File: config.mk
export PLATFORM = sky130hd
export DESIGN_NAME = filled_circle_span_generator_top
export DESIGN_NICKNAME = d
export VERILOG_FILES = /design/src/hdl/fcsg_pkg.sv /design/src/hdl/fcsg_ctrl.sv /design/src/hdl/fcsg_datapath.sv /design/src/hdl/filled_circle_span_generator_top.sv
export SDC_FILE = /design/constraint.sdc
export NUM_CORES = 1
export LEC_CHECK = 0
export BUFFER_PORTS_ARGS = -buffer_cell sky130_fd_sc_hd__buf_2
export CAP_MARGIN = 20
export CORE_AREA = 10 10 171 173
export DETAILED_ROUTE_END_ITERATION = 8
export DIE_AREA = 0 0 181 183
export GPL_TIMING_DRIVEN = 0
export PLACE_DENSITY = 0.67
export SYNTH_ARGS = -nofsm -noshare
export SYNTH_HDL_FRONTEND = slang
export SYNTH_SLANG_ARGS = --single-unit
File: constraint.sdc
create_clock -name aclk -period 22.2 [get_ports aclk]
set_input_delay 1.11 -clock aclk [delete_from_list [all_inputs] [get_ports aclk]]
set_output_delay 1.11 -clock aclk [all_outputs]
set_load 0.03 [all_outputs]
File: src/hdl/fcsg_pkg.sv
// Shared types and constants for the filled circle span generator.
// Used by fcsg_ctrl, fcsg_datapath and the top level; depends on nothing.
`timescale 1ns / 1ps
`default_nettype none

package fcsg_pkg;

    localparam int unsigned X_W      = 8;
    localparam int unsigned Y_W      = 10;
    localparam int unsigned R_W      = 5;
    localparam int unsigned COLOR_W  = 4;
    localparam int unsigned LEFT_W   = 9;
    localparam int unsigned ROW_W    = 11;
    localparam int unsigned WIDTH_W  = 6;
    localparam int unsigned DY_W     = R_W + 1;
    localparam int unsigned SQ_W     = 2 * R_W;

    localparam logic [Y_W-1:0] ROW_BASE_RESET = 10'd528;

    // root walker steps taken per cycle
    localparam int unsigned ADJ_STEPS = 4;

    typedef struct packed {
        logic load;   // capture input beat, start a new circle
        logic emit;   // push current row into output register, advance dy
    } fcsg_cmd_t;

    typedef struct packed {
        logic zero_radius;  // incoming beat has radius 0
        logic settled;      // half width for current row is final
        logic out_free;     // output register can take a beat this cycle
        logic last_row;     // current row is the final span of the circle
    } fcsg_stat_t;

endpackage

`default_nettype wire

File: src/hdl/fcsg_ctrl.sv
// Controller for the filled circle span generator: idle/run state machine.
// Depends on fcsg_pkg for the command and status structs.
`timescale 1ns / 1ps
`default_nettype none

module fcsg_ctrl (
    input  wire logic                aclk,
    input  wire logic                aresetn,
    input  wire logic                s_valid,
    output logic                     s_ready,
    input  fcsg_pkg::fcsg_stat_t     stat,
    output fcsg_pkg::fcsg_cmd_t      cmd
);

    typedef enum logic [1:0] {
        S_IDLE = 2'b01,
        S_RUN  = 2'b10
    } state_t;

    state_t state_reg;
    state_t state_next;

    always_comb begin
        state_next = state_reg;
        cmd        = '0;
        s_ready    = 1'b0;
        unique case (state_reg)
            S_IDLE: begin
                s_ready = 1'b1;
                if (s_valid) begin
                    cmd.load = 1'b1;
                    if (!stat.zero_radius) begin
                        state_next = S_RUN;
                    end
                end
            end
            S_RUN: begin
                if (stat.settled && stat.out_free) begin
                    cmd.emit = 1'b1;
                    if (stat.last_row) begin
                        state_next = S_IDLE;
                    end
                end
            end
            default: begin
                state_next = S_IDLE;
            end
        endcase
    end

    always_ff @(posedge aclk) begin
        if (!aresetn) begin
            state_reg <= S_IDLE;
        end else begin
            state_reg <= state_next;
        end
    end

    a_no_load_in_run: assert property (@(posedge aclk) disable iff (!aresetn)
        (state_reg == S_RUN) |-> !cmd.load)
        else $error("load issued while a circle is in progress");

    a_last_emit_idles: assert property (@(posedge aclk) disable iff (!aresetn)
        (cmd.emit && stat.last_row) |=> (state_reg == S_IDLE))
        else $error("controller did not return to idle after last span");

    a_zero_radius_stays: assert property (@(posedge aclk) disable iff (!aresetn)
        (cmd.load && stat.zero_radius) |=> (state_reg == S_IDLE))
        else $error("zero radius circle entered run state");

endmodule

`default_nettype wire

File: src/hdl/fcsg_datapath.sv
// Datapath for the filled circle span generator: row stepper, incremental
// integer square root walker, row_base register and output register. Uses fcsg_pkg.
`timescale 1ns / 1ps
`default_nettype none

module fcsg_datapath #(
    parameter int unsigned MAX_RADIUS = 31
) (
    input  wire logic                               aclk,
    input  wire logic                               aresetn,
    input  wire logic                               cfg_we,
    input  wire logic [fcsg_pkg::Y_W-1:0]           cfg_wdata,
    input  wire logic [fcsg_pkg::X_W-1:0]           s_center_x,
    input  wire logic [fcsg_pkg::Y_W-1:0]           s_center_y,
    input  wire logic [fcsg_pkg::R_W-1:0]           s_radius,
    input  wire logic [fcsg_pkg::COLOR_W-1:0]       s_fill_color,
    input  fcsg_pkg::fcsg_cmd_t                     cmd,
    output fcsg_pkg::fcsg_stat_t                    stat,
    output logic signed [fcsg_pkg::LEFT_W-1:0]      m_span_left,
    output logic [fcsg_pkg::ROW_W-1:0]              m_span_row,
    output logic [fcsg_pkg::WIDTH_W-1:0]            m_span_width,
    output logic [fcsg_pkg::COLOR_W-1:0]            m_span_color,
    output logic                                    m_last_span,
    output logic                                    m_valid,
    input  wire logic                               m_ready
);

    localparam logic [fcsg_pkg::R_W-1:0] R_MAX = fcsg_pkg::R_W'(MAX_RADIUS);

    logic [fcsg_pkg::Y_W-1:0]      row_base_reg;
    logic [fcsg_pkg::X_W-1:0]      cx_reg;
    logic [fcsg_pkg::COLOR_W-1:0]  color_reg;
    logic [fcsg_pkg::R_W-1:0]      r_reg;
    logic [fcsg_pkg::DY_W-1:0]     dy_reg;     // two's complement row offset
    logic [fcsg_pkg::SQ_W-1:0]     n_reg;      // r^2 - dy^2
    logic [fcsg_pkg::ROW_W-1:0]    row_reg;
    logic [fcsg_pkg::R_W-1:0]      h_reg;
    logic [fcsg_pkg::SQ_W-1:0]     hsq_reg;    // h_reg^2

    logic [fcsg_pkg::LEFT_W-1:0]   left_reg;
    logic [fcsg_pkg::ROW_W-1:0]    out_row_reg;
    logic [fcsg_pkg::WIDTH_W-1:0]  width_reg;
    logic [fcsg_pkg::COLOR_W-1:0]  out_color_reg;
    logic                          last_reg;
    logic                          m_valid_reg;
    logic                          m_valid_next;

    logic [fcsg_pkg::R_W-1:0]      r_sat;
    logic [fcsg_pkg::R_W-1:0]      h_adj;
    logic [fcsg_pkg::SQ_W-1:0]     sq_adj;
    logic [fcsg_pkg::SQ_W:0]       sq_up;
    logic [fcsg_pkg::SQ_W+1:0]     n_step;

    assign r_sat = (s_radius > R_MAX) ? R_MAX : s_radius;

    // Walk h toward floor(sqrt(n)) a few unit steps at a time; the row
    // is held until the walk settles.
    always_comb begin
        logic [fcsg_pkg::SQ_W:0] nxt;
        h_adj  = h_reg;
        sq_adj = hsq_reg;
        for (int i = 0; i < fcsg_pkg::ADJ_STEPS; i++) begin
            nxt = {1'b0, sq_adj} + {{(fcsg_pkg::SQ_W-fcsg_pkg::R_W){1'b0}}, h_adj, 1'b0}
                + (fcsg_pkg::SQ_W+1)'(1);
            if (sq_adj > n_reg) begin
                sq_adj = sq_adj - ({{(fcsg_pkg::SQ_W-fcsg_pkg::R_W-1){1'b0}}, h_adj, 1'b0}
                         - fcsg_pkg::SQ_W'(1));
                h_adj  = h_adj - fcsg_pkg::R_W'(1);
            end else if (nxt <= {1'b0, n_reg}) begin
                sq_adj = nxt[fcsg_pkg::SQ_W-1:0];
                h_adj  = h_adj + fcsg_pkg::R_W'(1);
            end
        end
        sq_up = {1'b0, sq_adj} + {{(fcsg_pkg::SQ_W-fcsg_pkg::R_W){1'b0}}, h_adj, 1'b0}
              + (fcsg_pkg::SQ_W+1)'(1);
    end

    // n(dy+1) = n(dy) - (2*dy + 1)
    assign n_step = {2'b00, n_reg}
                  - {{(fcsg_pkg::SQ_W+1-fcsg_pkg::DY_W){dy_reg[fcsg_pkg::DY_W-1]}}, dy_reg, 1'b1};

    always_comb begin
        stat.zero_radius = (s_radius == '0);
        stat.settled     = (sq_adj <= n_reg) && (sq_up > {1'b0, n_reg});
        stat.out_free    = !m_valid_reg || m_ready;
        stat.last_row    = (dy_reg == {1'b0, r_reg - fcsg_pkg::R_W'(1)});
    end

    always_comb begin
        m_valid_next = m_valid_reg;
        if (cmd.emit) begin
            m_valid_next = 1'b1;
        end else if (m_ready) begin
            m_valid_next = 1'b0;
        end
    end

    always_ff @(posedge aclk) begin
        if (!aresetn) begin
            row_base_reg <= fcsg_pkg::ROW_BASE_RESET;
            m_valid_reg  <= 1'b0;
        end else begin
            if (cfg_we) begin
                row_base_reg <= cfg_wdata;
            end
            m_valid_reg <= m_valid_next;
        end
    end

    always_ff @(posedge aclk) begin
        if (cmd.load) begin
            cx_reg    <= s_center_x;
            color_reg <= s_fill_color;
            r_reg     <= r_sat;
            dy_reg    <= fcsg_pkg::DY_W'(1) - {1'b0, r_sat};
            n_reg     <= {{(fcsg_pkg::SQ_W-fcsg_pkg::R_W-1){1'b0}}, r_sat, 1'b0}
                         - fcsg_pkg::SQ_W'(1);
            row_reg   <= {1'b0, row_base_reg} + {1'b0, s_center_y} + fcsg_pkg::ROW_W'(1)
                         - {{(fcsg_pkg::ROW_W-fcsg_pkg::R_W){1'b0}}, r_sat};
            h_reg     <= '0;
            hsq_reg   <= '0;
        end else begin
            h_reg   <= h_adj;
            hsq_reg <= sq_adj;
            if (cmd.emit) begin
                dy_reg  <= dy_reg + fcsg_pkg::DY_W'(1);
                n_reg   <= n_step[fcsg_pkg::SQ_W-1:0];
                row_reg <= row_reg + fcsg_pkg::ROW_W'(1);
            end
        end
        if (cmd.emit) begin
            left_reg      <= {1'b0, cx_reg}
                             - {{(fcsg_pkg::LEFT_W-fcsg_pkg::R_W){1'b0}}, h_adj};
            out_row_reg   <= row_reg;
            width_reg     <= {h_adj, 1'b0};
            out_color_reg <= color_reg;
            last_reg      <= stat.last_row;
        end
    end

    assign m_span_left  = $signed(left_reg);
    assign m_span_row   = out_row_reg;
    assign m_span_width = width_reg;
    assign m_span_color = out_color_reg;
    assign m_last_span  = last_reg;
    assign m_valid      = m_valid_reg;

    a_emit_nonzero: assert property (@(posedge aclk) disable iff (!aresetn)
        cmd.emit |-> (h_adj != '0))
        else $error("span emitted with zero half width");

    a_emit_fits: assert property (@(posedge aclk) disable iff (!aresetn)
        cmd.emit |-> (sq_adj <= n_reg))
        else $error("half width squared exceeds r^2 - dy^2");

    a_emit_sets_valid: assert property (@(posedge aclk) disable iff (!aresetn)
        cmd.emit |=> m_valid_reg)
        else $error("output register not loaded after emit");

endmodule

`default_nettype wire

File: src/hdl/filled_circle_span_generator_top.sv
// Filled circle span generator: circle beat in, horizontal span beats out.
// Instantiates fcsg_ctrl and fcsg_datapath; uses fcsg_pkg.
//
// Input channel (s_*): one beat per circle with center x/y, radius and color.
// Output channel (m_*): one beat per span, rows in increasing order, the
// final span of a circle flagged by m_last_span. A circle of radius r
// (saturated to MAX_RADIUS) gives 2*r - 1 spans; radius 0 gives none.
// Config: cfg_we/cfg_wdata write row_base (reset 528). The user must
// write row_base only while idle; the block does not enforce this.
// Timing: after the input beat is taken, spans follow one per cycle
// when the receiver keeps up. The half-width walker moves up to four
// unit steps per cycle; a row whose root is farther off (the first row
// of a circle with r of 13 or more) is held until the walk settles.
// The first span is valid once the run state is entered, the walk has
// settled and the span is written into the output register.
// A one-beat output register decouples the sides: the next circle is
// taken as soon as the last span is in that register. When the receiver
// stalls, span generation stops and s_ready stays low until the circle
// finishes. Reset (aresetn low, synchronous) empties the output register,
// returns to idle and restores row_base.
`timescale 1ns / 1ps
`default_nettype none

module filled_circle_span_generator_top #(
    parameter int unsigned MAX_RADIUS = 31
) (
    input  wire logic                               aclk,
    input  wire logic                               aresetn,
    input  wire logic                               cfg_we,
    input  wire logic [fcsg_pkg::Y_W-1:0]           cfg_wdata,
    input  wire logic                               s_valid,
    output logic                                    s_ready,
    input  wire logic [fcsg_pkg::X_W-1:0]           s_center_x,
    input  wire logic [fcsg_pkg::Y_W-1:0]           s_center_y,
    input  wire logic [fcsg_pkg::R_W-1:0]           s_radius,
    input  wire logic [fcsg_pkg::COLOR_W-1:0]       s_fill_color,
    output logic                                    m_valid,
    input  wire logic                               m_ready,
    output logic signed [fcsg_pkg::LEFT_W-1:0]      m_span_left,
    output logic [fcsg_pkg::ROW_W-1:0]              m_span_row,
    output logic [fcsg_pkg::WIDTH_W-1:0]            m_span_width,
    output logic [fcsg_pkg::COLOR_W-1:0]            m_span_color,
    output logic                                    m_last_span
);

    fcsg_pkg::fcsg_cmd_t  cmd;
    fcsg_pkg::fcsg_stat_t stat;

    fcsg_ctrl u_ctrl (
        .aclk    (aclk),
        .aresetn (aresetn),
        .s_valid (s_valid),
        .s_ready (s_ready),
        .stat    (stat),
        .cmd     (cmd)
    );

    fcsg_datapath #(
        .MAX_RADIUS (MAX_RADIUS)
    ) u_datapath (
        .aclk         (aclk),
        .aresetn      (aresetn),
        .cfg_we       (cfg_we),
        .cfg_wdata    (cfg_wdata),
        .s_center_x   (s_center_x),
        .s_center_y   (s_center_y),
        .s_radius     (s_radius),
        .s_fill_color (s_fill_color),
        .cmd          (cmd),
        .stat         (stat),
        .m_span_left  (m_span_left),
        .m_span_row   (m_span_row),
        .m_span_width (m_span_width),
        .m_span_color (m_span_color),
        .m_last_span  (m_last_span),
        .m_valid      (m_valid),
        .m_ready      (m_ready)
    );

endmodule

`default_nettype wire
==> summary.md <==
| Metric | Value |
|---|---|
| CP dominant cell by count | `ha_1` |
| Finished Cell Area | `13900 µm²` |
| Worst-Skew Late Latency | `350 ps` |
| Placed Area | `13500 µm²` |
| WL/cell | `19.2 µm` |
| GRT Total Usage | `0.215` |
| Top_reg_cell synth | `edfxtp_1` |
| Synthesis-to-finish area growth | `9.11%` |
| CTS buffer count | `9` |
| Hold WS | `421 ps` |
| Final slew viol count | `0` |
| Sequential area share after synthesis | `0.219` |
| Placeable Area | `25800 µm²` |
| Endpoints failing hold | `0` |
| Clk_skew | `13.7 ps` |
| Largest net degree at the start of global routing | `31` |
| Crit end category | `register` |
| Tightest Pin Transition | `1150 ps` |
| Post-CTS setup buffers | `0` |
| Top cells by area, synth | `ha_1 18%, edfxtp_1 17%, xnor2_1 7.8%, dfxtp_1 4.4%, inv_1 3.7%` |
| Synth warn | `0` |
| TritonCTS clock tree | `yes` |
| FP Rows | `59` |
| Routed Antenna Nets | `0` |
| Post-synth top area share | `0.180` |
| Fraction of registers with async set/reset | `0` |
| Period Utilization, post-route | `0.930` |
| Setup violators final | `0` |
| Via count | `11400` |
| Die X | `181 µm` |
| DR iter-0 viols | `906` |
| CP required | `22240 ps` |
| Syn Inst Count | `1479` |
| Distinct cells, synth | `98` |
| Netlist Area Pre-Place | `12700 µm²` |
| Initial antenna violation count | `0` |
| Hpwl dp | `29.1 mm` |
| Global-route wire length before repair | `59.3 mm` |
| Max Cap Violations | `0` |
| RSZ-0062 raised after global routing | `no` |
| CP max-delay cell | `fa_1` |
| Crit Path Max Fanout | `24` |
| Vias in the first global route | `11600` |
| Arrival @ worst endpoint | `20680 ps` |
| Clock Path Buffers | `2` |
| Worst slew margin | `0.229` |
| Post-Syn Area per Cell | `8.60 µm²` |
| Critical setup path kind | `register to register` |
| CTS Sinks | `102` |
| Port buffer count | `73` |
| Residual DRC | `0` |
| Most common cell in the netlist | `ha_1` |
| Post-Layout Cell Count | `1905` |
| Post-synth top area cell | `ha_1` |
| Reg area | `2780 µm²` |
| CTS clk-pin slew, worst paths | `80 ps` |
| Startpoint Class | `register` |
| Vias per std cell | `5.98` |
| Die area | `33100 µm²` |
| CP top delay family | `compound AO/OA/AOI/OAI gates` |
| CTS Root Buffer Type | `clkbuf_16` |
| Commonest cells in the netlist | `183 x ha_1, 125 x inv_1, 113 x xnor2_1, 105 x nor2_1, 93 x nand2_1` |
| Top Ports | `75` |
| H-tree depth | `3` |
| Die height | `183 µm` |
| Final nets | `1800` |
| Area of the multi-input gates | `9350 µm²` |
| Ratio of cells with drive above 1 in the final layout | `0.103` |
| Fmax | `0.0485 GHz` |
| Synthesized flop and latch total | `102` |
| WP buf/inv | `8` |
| Syn Nets | `1714` |
| Delay of the slowest cell on the worst path | `590 ps` |
| Placed Cells | `1887` |
| ANT cells | `0` |
| Hold WC Path Type | `register to register` |
| Status | `finished clean` |
| Drt pass-1 iters | `5` |
| Placer Congestion | `0.941` |
| Final WL | `36.7 mm` |
| Minimum clock period | `20630 ps` |
| Fin Setup TNS | `0 ps` |
| Initial Util | `0.494` |
| Post-synth EDFFs | `74` |
| Fillers | `2383` |
| Remaining Overflow, GRT | `0` |
## layout by cell type (no fill, tap or decap), types with 6 or more instances in the layout
cell         n
a211oi_1    14
buf_2       77
o2111ai_1   11
clkbuf_16    9
fa_1        10
nand2b_1    19
a311oi_1     6
nand4_1     24
maj3_1       7
xnor2_1    110
o21ai_1      9
o21bai_1    10
dfxtp_1     28
nand3_1     38
a21oi_1     88
o31ai_1     17
nor2_1     105
nand2_1     93
clkbuf_1    28
mux2i_1     21
o211ai_1    10
ha_1       183
nor2b_1     32
a21o_1      33
inv_1      125
or3_1       15
xor2_1      35
and2_1      20
o21a_1      25
and3_1       8
or2_2        8
edfxtp_1    74
mux2_2       6
a31oi_1     19
o21ai_0     71
nor3_1      31
## repair_timing
item | CTS | global route
setup endpoints to repair | 0 | 60
hold buffers | 0 | 0
gates resized for setup | 0 | 8
## worst paths after layout
path | from | to | slack (ps) | cells past startpoint
worst max-delay path | u_datapath.h_reg[0] | u_datapath.row_reg[8] | 1570 | 83
worst min-delay path | u_datapath.color_reg[1] | u_datapath.m_span_color[1] | 420 | 0
worst max register to register | u_datapath.h_reg[0] | u_datapath.row_reg[8] | 1570 | 83
worst min register to register | u_datapath.color_reg[1] | u_datapath.m_span_color[1] | 420 | 0
## layer usage
metal,track usage,vias to the layer above,wire [µm]
li1,-,5595,-
met1,0.274,5382,16500
met2,0.365,362,17000
met3,0.0378,59,2350
met4,0.0635,0,833
met5,0,-,0
## final cells by class
| type | count | share of cell area |
|---|---|---|
| well taps | 335 | 0.0302 |
| plain buffers | 36 | 0.0107 |
| inverters | 130 | 0.0352 |
| clock inverters | 4 | 0.00253 |
| clock buffers | 12 | 0.0180 |
| multi-input cells | 1211 | 0.674 |
| repair buffers | 75 | 0.0289 |
| flip-flops and latches | 102 | 0.201 |
## cells by family after synthesis
| kind of cell | Yosys count | share of synthesized area |
|---|---|---|
| simple gates | 424 | 0.168 |
| compound gates | 407 | 0.234 |
| fa+ha+maj | 202 | 0.203 |
| buf+inv | 166 | 0.0500 |
| xor+xnor | 150 | 0.104 |
| flops | 102 | 0.219 |
| mux | 27 | 0.0218 |
| other cells | 1 | 0.000295 |
## per-stage QoR
stage,worst slack (ps),util
final,1570,0.538
after global routing,65.0,0.538
after CTS,697,0.535
after detailed placement,786,0.524
after global placement,797,0.524
after floorplan,5040,-
Power is not shown: default switching activity piles up to over one toggle a cycle in this logic, so the estimate is an artifact.
